==> src/rtl/bzf_pkg.sv <==
`timescale 1ns / 1ps
package bzf_pkg;

    localparam int COORD_W   = 32;
    localparam int WIDTH_W   = 24;
    localparam int S_TDATA_W = 8 * COORD_W;
    localparam int S_TUSER_W = 3;
    localparam int M_TDATA_W = 4 * COORD_W + WIDTH_W;
    localparam int M_TUSER_W = 2;

    // register stages through the point evaluator
    localparam int EVAL_LAT = 5;

    localparam logic [WIDTH_W-1:0] CURVE_WIDTH_RST = 24'd250000;
    localparam logic [WIDTH_W-1:0] GUIDE_WIDTH     = 24'd1;
    localparam logic [WIDTH_W-1:0] ERROR_WIDTH     = 24'd0;

    typedef logic signed [COORD_W-1:0] coord_t;

    // classified cord description, as queued between front and back
    typedef struct packed {
        logic   err;
        logic   guide1;
        logic   guide2;
        logic   curve;
        coord_t e1x;
        coord_t e1y;
        coord_t e2x;
        coord_t e2y;
        coord_t c1x;
        coord_t c1y;
        coord_t c2x;
        coord_t c2y;
    } desc_t;

    typedef enum logic [1:0] {
        OP_GUIDE,
        OP_LINE,
        OP_CURVE,
        OP_ERROR
    } op_kind_t;

    // one result in flight through the back end
    typedef struct packed {
        op_kind_t kind;
        logic     last;
        logic     first;
        coord_t   sx;
        coord_t   sy;
        coord_t   ex;
        coord_t   ey;
    } op_t;

    typedef enum logic [2:0] {
        SEQ_IDLE,
        SEQ_ERROR,
        SEQ_GUIDE1,
        SEQ_GUIDE2,
        SEQ_LINE,
        SEQ_CURVE
    } seq_state_t;

    // Bernstein weight of control point i at step k out of s, scaled by s^3
    function automatic longint bzf_weight(input int s, input int k, input int i);
        longint jj;
        longint kk;
        longint w;
        jj = longint'(s - k);
        kk = longint'(k);
        case (i)
            0:       w = jj * jj * jj;
            1:       w = 3 * jj * jj * kk;
            2:       w = 3 * jj * kk * kk;
            default: w = kk * kk * kk;
        endcase
        return w;
    endfunction

endpackage

==> src/rtl/bzf_queue.sv <==
`timescale 1ns / 1ps
module bzf_queue (
    input  logic           aclk,
    input  logic           aresetn,
    input  logic           in_valid,
    output logic           in_ready,
    input  bzf_pkg::desc_t in_desc,
    output logic           out_valid,
    input  logic           out_ready,
    output bzf_pkg::desc_t out_desc
);
    import bzf_pkg::*;

    localparam int DEPTH = 2;
    localparam int AW    = $clog2(DEPTH);

    desc_t         slot_reg [DEPTH];
    logic [AW-1:0] wr_ptr_reg;
    logic [AW-1:0] rd_ptr_reg;
    logic [AW:0]   cnt_reg;
    logic          push;
    logic          pop;

    assign in_ready  = (cnt_reg != (AW+1)'(DEPTH));
    assign out_valid = (cnt_reg != '0);
    assign out_desc  = slot_reg[rd_ptr_reg];
    assign push      = in_valid && in_ready;
    assign pop       = out_valid && out_ready;

    // advance pointers and fill count
    always_ff @(posedge aclk) begin
        if (!aresetn) begin
            wr_ptr_reg <= '0;
            rd_ptr_reg <= '0;
            cnt_reg    <= '0;
        end else begin
            if (push) begin
                wr_ptr_reg <= wr_ptr_reg + 1'b1;
            end
            if (pop) begin
                rd_ptr_reg <= rd_ptr_reg + 1'b1;
            end
            if (push && !pop) begin
                cnt_reg <= cnt_reg + 1'b1;
            end else if (pop && !push) begin
                cnt_reg <= cnt_reg - 1'b1;
            end
        end
    end

    // hold the descriptors
    always_ff @(posedge aclk) begin
        if (push) begin
            slot_reg[wr_ptr_reg] <= in_desc;
        end
    end

endmodule

==> config.mk <==
export PLATFORM = sky130hd
export DESIGN_NAME = bzf_queue
export DESIGN_NICKNAME = d
export VERILOG_FILES = /design/src/rtl/bzf_pkg.sv /design/src/rtl/bzf_queue.sv
export SDC_FILE = /design/constraint.sdc
export NUM_CORES = 1
export LEC_CHECK = 0
export ABC_AREA = 0
export BUFFER_PORTS_ARGS = -buffer_cell sky130_fd_sc_hd__buf_2
export CORE_MARGIN = 4
export CORE_UTILIZATION = 41
export CTS_CLUSTER_DIAMETER = 200
export DETAILED_ROUTE_END_ITERATION = 12
export PLACE_DENSITY = 0.76
export SETUP_SLACK_MARGIN = 0.3
export SYNTH_ARGS = -nofsm -noshare
export SYNTH_HDL_FRONTEND = slang
export SYNTH_SLANG_ARGS = --single-unit
==> constraint.sdc <==
create_clock -name aclk -period 13.5 [get_ports aclk]
set_clock_uncertainty 0.15 [all_clocks]
set_input_delay 1.35 -clock aclk [delete_from_list [all_inputs] [get_ports aclk]]
set_output_delay 1.35 -clock aclk [all_outputs]
set_load 0.1 [all_outputs]
==> results.md, run 1 <==
- Status: finished clean
- Placer Congestion: 0.806
- Vias in the first global route: 10.4k
- Clock sinks: 525
- Post-DP HPWL: 29.1 mm
- Clock root buffer: clkbuf_16
- Most frequent CP cell: buf_4
- FF/Latch Area: 15700 µm²
- Syn-to-layout area delta: 23.9%
- Mapped Nets: 1098
- Critical Path RT: 12.00 ns
- Core Rows: 80
- Iter 0 DRT Violations: 606
- Die H: 228 µm
- Avg Inst Size Synth: 23.8 µm²
- Startpoint types: flip-flop
- Worst rel slew slack: 8.59%
- Post-synth top area share: 78.8%
- Most numerous cell in the Yosys netlist: edfxtp_1
- Crit Path Max Fanout: 60
- Die Wd: 228 µm
- Worst hold endpoint: cnt_reg[1]$_SDFFE_PN0P_
- Max_cap viols: 0
- # Post-CTS Setup Buffers: 0
- Fill cells: 3787
- Worst hold path startpoint: cnt_reg[1]$_SDFFE_PN0P_
- Post-synthesis register bit count: 525
- Commonest register cell after synthesis: edfxtp_1
- Crit-path cells: buf_4 > buf_4 > mux2_4 > buf_2
- Finish-stage setup viols: 0
- Ys Warns: 0
- Largest net degree at the start of global routing: 177
- CP endpoint kind: primary output
- PostCTS Resize Cnt: 0
- Num CTS Buffers: 51
- Final hold violations: 0
- RSZ-0062 raised after global routing: no
- Num ports: 526
- First-pass GRT wire length: 62.6 mm
- Reg-to-reg setup timing slack: 10.58 ns
- Cells after Synth: 833
- Clock-pin slew of the registers on the worst-case setup and hold paths: 0.06 ns
- Crit path largest cell delay: 0.92 ns
- Largest register FFs: 520
- Synth top cells by count: edfxtp_1, mux2_4, mux2_2, buf_6, buf_2
- H-tree Lvls: 2
- Ys async rst share: 0%
- Worst-Margin Slew: 1.37 ns
- Total grt overflow: 0
- Port Buffers: 525
- Nets: 1655
- DRC viols: 0
- Worst path arrival time: 3.94 ns
- FMAX: 184 MHz
- CORE AREA: 47700 µm²
- Initial antenna violation count: 10
- Multi-input gate area: 3820 µm²
- Die area: 51900 µm²
- Worst r2r dst: slot_reg[0][222]$_DFFE_PP_
- Final wirelength: 42.1 mm
- Synth unique cells: 21
- Setup TNS: 0 ns
- Max-slew violation count: 0
- Hold path cells: 2
- Slowest CP cell: dfxtp_4
- Post-synth EDFFs: 520
- Critical path class: reg2out
- Post-route ant nets: 0
- WL/cell: 20.5 µm
- Mapped cell area: 19800 µm²
- Synth area leader: edfxtp_1
- Hold buffers post-CTS: 0
- Drt via density: 4.77
- Global-route usage over all layers: 15.6%
- RR Startpoint: cnt_reg[0]$_SDFFE_PN0P_
- Hold Path Class: reg2reg
- Initial Utilization: 41.5%
- Longest Clk Path Bufs: 3
- TritonCTS clock tree: done
- Sequential fraction of the synthesis area: 79.3%
- Final min period: 5.44 ns
- Clock latency on the worst-skew pair: 0.58 ns
- Via total after detailed routing: 9768
- R2R depth: 4
- Dominant cells by area after synthesis: edfxtp_1, mux2_4, mux2_2
- Fin crit share: 40.3%
- TritonRoute pass-1 iters: 4
- Fraction of layout cells with a size suffix above 1: 60.6%
[placed cells by master, fill, tap and decap left out, types with 4 or more instances in the layout]
master / instances
mux2_4: 200
and2_1: 4
buf_4: 7
clkbuf_16: 51
clkinv_1: 12
inv_6: 6
mux2_2: 60
buf_2: 525
dfxtp_1: 4
diode_2: 4
edfxtp_1: 520
clkbuf_1: 13
clkinv_2: 8
[how the worst max path moves through the flow]
stage / from / endpoint / slack, ns / cells past startpoint
floorplan: in_valid / slot_reg[1][0]$_DFFE_PP_ / 5.37 / 1
global placement: flip-flop / out_desc[62] / 8.64 / 4
detailed placement: flip-flop / out_desc[146] / 8.60 / 4
CTS: flip-flop / out_desc[146] / 7.96 / 4
global route: flip-flop / out_desc[200] / 7.79 / 4
finish: flip-flop / out_desc[200] / 8.06 / 4
[critical path: cells and delay by family (launching register included)]
kind,cells,cell delay [ns]
DFF,1,0.92
buffers and inverters,3,2.06
muxes,1,0.30
[cell families after synthesis]
logic type | after synthesis | synth area share (%)
AND/OR/NAND/NOR | 9 | 0.328
adder cells (fa/ha/maj) | 1 | 0.0631
XOR/XNOR | 3 | 0.133
AO/OA/AOI/OAI | 5 | 0.177
multiplexers | 260 | 18.6
flip-flops | 525 | 79.3
buffers and inverters | 30 | 1.48
[per-stage QoR]
stage | hold WS [ns] | cells | util (%) | cell area [µm²] | setup slack [ns]
6_report | 0.421 | 2049 | 51.4 | 24600 | 8.06
5_1_grt | 0.466 | 2048 | 51.4 | 24600 | 7.79
4_1_cts | 0.426 | 2045 | 51.4 | 24600 | 7.96
3_5_place_dp | 0.415 | 1952 | 48.2 | 23000 | 8.60
3_3_place_gp | 0.383 | 1952 | 48.2 | 23000 | 8.64
2_1_floorplan | 0.362 | 833 | - | 19800 | 5.37
[final cells by class]
| type | count | area share, % |
|---|---|---|
| antenna | 4 | 0.0407 |
| clock buffer | 64 | 5.39 |
| tap | 615 | 3.13 |
| timing repair buffer | 533 | 11.0 |
| sequential | 525 | 64.0 |
| clock inverter | 29 | 0.840 |
| inverter | 1 | 0.0458 |
| multi-input combinational | 278 | 15.6 |
[metal layers]
| layer | vias up | track usage [%] | routed length (µm) |
|---|---|---|---|
| li1 | 4459 | - | - |
| met1 | 4816 | 18.4 | 16500 |
| met2 | 419 | 26.5 | 20700 |
| met3 | 66 | 6.00 | 3840 |
| met4 | 8 | 4.69 | 1000 |
| met5 | - | 0 | 54 |
Power of run 1 is left out: the tool's default activity adds up to more than one toggle a clock period on the data nets, which glitch-free logic cannot reach.
==> inputs of run 2 (changes only) <==
==> constraint.sdc (replaced) <==
create_clock -name aclk -period 5.35 [get_ports aclk]
set_clock_uncertainty 0.15 [all_clocks]
set_input_delay 0.535 -clock aclk [delete_from_list [all_inputs] [get_ports aclk]]
set_output_delay 0.535 -clock aclk [all_outputs]
set_load 0.1 [all_outputs]
==> results.md, run 2 (synthesized netlist as in run 1, its figures left out) <==
- CORE AREA: 47700 µm² (unchanged)
- Fin crit share: 65.0%
- Hold Path Class: in2reg (was reg2reg)
- Worst-Margin Slew: 1.01 ns (was 1.37 ns)
- Placer Congestion: 0.800 (was 0.806)
- Most frequent cells in the layout: buf_2, edfxtp_1, dlygate4sd3_1, mux2_4, mux2_2 (was buf_2, edfxtp_1, mux2_4, mux2_2, clkbuf_16)
- Final hold violations: 0 (unchanged)
- FMAX: 287 MHz
- Max_cap viols: 0 (unchanged)
- Fin cells: 2304 (was 2049)
- Clock-pin slew of the registers on the worst-case setup and hold paths: 0.06 ns (about the same)
- Core Rows: 80 (unchanged)
- Hold slack final: 0.0394 ns (was 0.421 ns)
- Nets: 1910 (was 1655)
- Worst path arrival time: 2.79 ns (was 3.94 ns)
- PostCTS Resize Cnt: 0 (unchanged)
- Status: finished clean (unchanged)
- Peak VDD IR: 0.000399 V
- Largest net degree at the start of global routing: 131 (was 177)
- Num CTS Buffers: 52 (was 51)
- Post-route ant nets: 0 (unchanged)
- Worst rel slew slack: 32.9% (was 8.59%)
- Final instance area: 27300 µm² (was 24600 µm²)
- Largest register FFs: 520 (unchanged)
- First-pass GRT wire length: 71.5 mm (was 62.6 mm)
- Post-DP HPWL: 29.5 mm (was 29.1 mm)
- Critical Path RT: 4.66 ns (was 12.00 ns)
- Iter 0 DRT Violations: 610 (was 606)
- Crit-path cells: buf_4 > mux2_4 > buf_2 (was buf_4 > buf_4 > mux2_4 > buf_2)
- Clock latency on the worst-skew pair: 0.56 ns (was 0.58 ns)
- Initial Utilization: 41.5% (unchanged)
- Clock sinks: 525 (unchanged)
- CP delay by family, top: flip-flops (was buffers and inverters)
- Final min period: 3.48 ns
- Via total after detailed routing: 11.0k (was 9768)
- TritonRoute pass-1 iters: 5 (was 4)
- Port Buffers: 525 (unchanged)
- Drt via density: 4.76 (was 4.77)
- RSZ-0062 raised after global routing: no (unchanged)
- Vias in the first global route: 12.0k (was 10.4k)
- Clock root buffer: clkbuf_16 (unchanged)
- Setup TNS: 0 ns (unchanged)
- Die area: 51900 µm² (unchanged)
- Crit path largest cell delay: 1.01 ns (was 0.92 ns)
- Finish-stage setup viols: 0 (unchanged)
- Dpl cells: 1957 (was 1952)
- Total grt overflow: 0 (unchanged)
- Area after DPL: 23100 µm² (was 23000 µm²)
- Fraction of layout cells with a size suffix above 1: 51.9% (was 60.6%)
- Final wirelength: 47.1 mm (was 42.1 mm)
- Pwr/cell area: 600 nW/µm²
- Most common cell after layout, fill and taps aside: buf_2 (unchanged)
- Startpoint types: flip-flop (unchanged)
- Die H: 228 µm (unchanged)
- Die Wd: 228 µm (unchanged)
- LEAKAGE: 0.0106 µW
- Num ports: 526 (unchanged)
- Global-route usage over all layers: 17.7% (was 15.6%)
- CP endpoint kind: primary output (unchanged)
- Slowest CP cell: dfxtp_4 (unchanged)
- Total power: 16400 µW
- Crit Path Max Fanout: 52 (was 60)
- Critical path class: reg2out (unchanged)
- Syn-to-layout area delta: 37.6% (was 23.9%)
- Longest Clk Path Bufs: 3 (unchanged)
- H-tree Lvls: 2 (unchanged)
- Max-slew violation count: 0 (unchanged)
- TritonCTS clock tree: done (unchanged)
- DRC viols: 0 (unchanged)
- Buffer and inverter count on the worst path: 2 (was 3)
- WL/cell: 20.4 µm (was 20.5 µm)
- Initial antenna violation count: 6 (was 10)
[run 2: repair_timing]
action / 4_1_cts / 5_1_grt
setup buffers: 0 / 0
endpoints found under the hold margin: 496 / 2
hold buffers: 248 / 1
[run 2: final cells by class]
type                            instances  area, µm²
Clock inverter                         26        279
Timing Repair Buffer                  787       5290
Sequential cell                       525      15700
Antenna cell                            6       15.0
Multi-Input combinational cell        278       3820
Inverter                                1       7.51
Tap cell                              615        769
Clock buffer                           66       1380
Fill cell                            3415      20500
[run 2: power by group]
group | internal, µW | switching [µW] | total (µW) | leakage (µW)
registers | 5140 | 210 | 5350 | 0.00490
clock network | 2100 | 1460 | 3560 | 0.000799
logic | 1620 | 5830 | 7450 | 0.00490
total | 8860 | 7500 | 16400 | 0.0106
[run 2: routing by layer]
layer	wire length, µm	share of wire [%]	vias to the layer above	track usage [%]
li1	-	-	4967	-
met1	17900	38	5412	20.4
met2	23800	50	488	30.8
met3	3790	8.1	101	5.53
met4	1650	3.5	0	6.79
met5	0	0	-	0
[run 2: final timing paths]
kind	start	endpoint	slack [ns]	cells after the start
setup / recovery	flip-flop	out_desc[67]	1.87	3
hold reg to reg	cnt_reg[1]$_SDFFE_PN0P_	cnt_reg[1]$_SDFFE_PN0P_	0.43	2
setup reg to reg	cnt_reg[0]$_SDFFE_PN0P_	slot_reg[1][218]$_DFFE_PP_	2.88	3
hold / removal	in_desc[1]	slot_reg[1][1]$_DFFE_PP_	0.04	1
[run 2: through the flow]
| stage | utilization, % | worst slack [ns] |
|---|---|---|
| after floorplan | - | 0.0647 |
| after global placement | 48.4 | 2.46 |
| after global routing | 57.1 | 1.69 |
| after CTS | 57.1 | 1.78 |
| after detailed placement | 48.4 | 2.41 |
| final | 57.1 | 1.87 |
[run 2: worst register-to-register path: cells and delay by family, from the launching register on]
kind | cells | cell delay [ns]
AND/OR/NAND/NOR | 2 | 0.93
buffers and inverters | 1 | 0.55
flip-flops | 1 | 0.37
No activity file was read; power rests on OpenSTA's default activity.
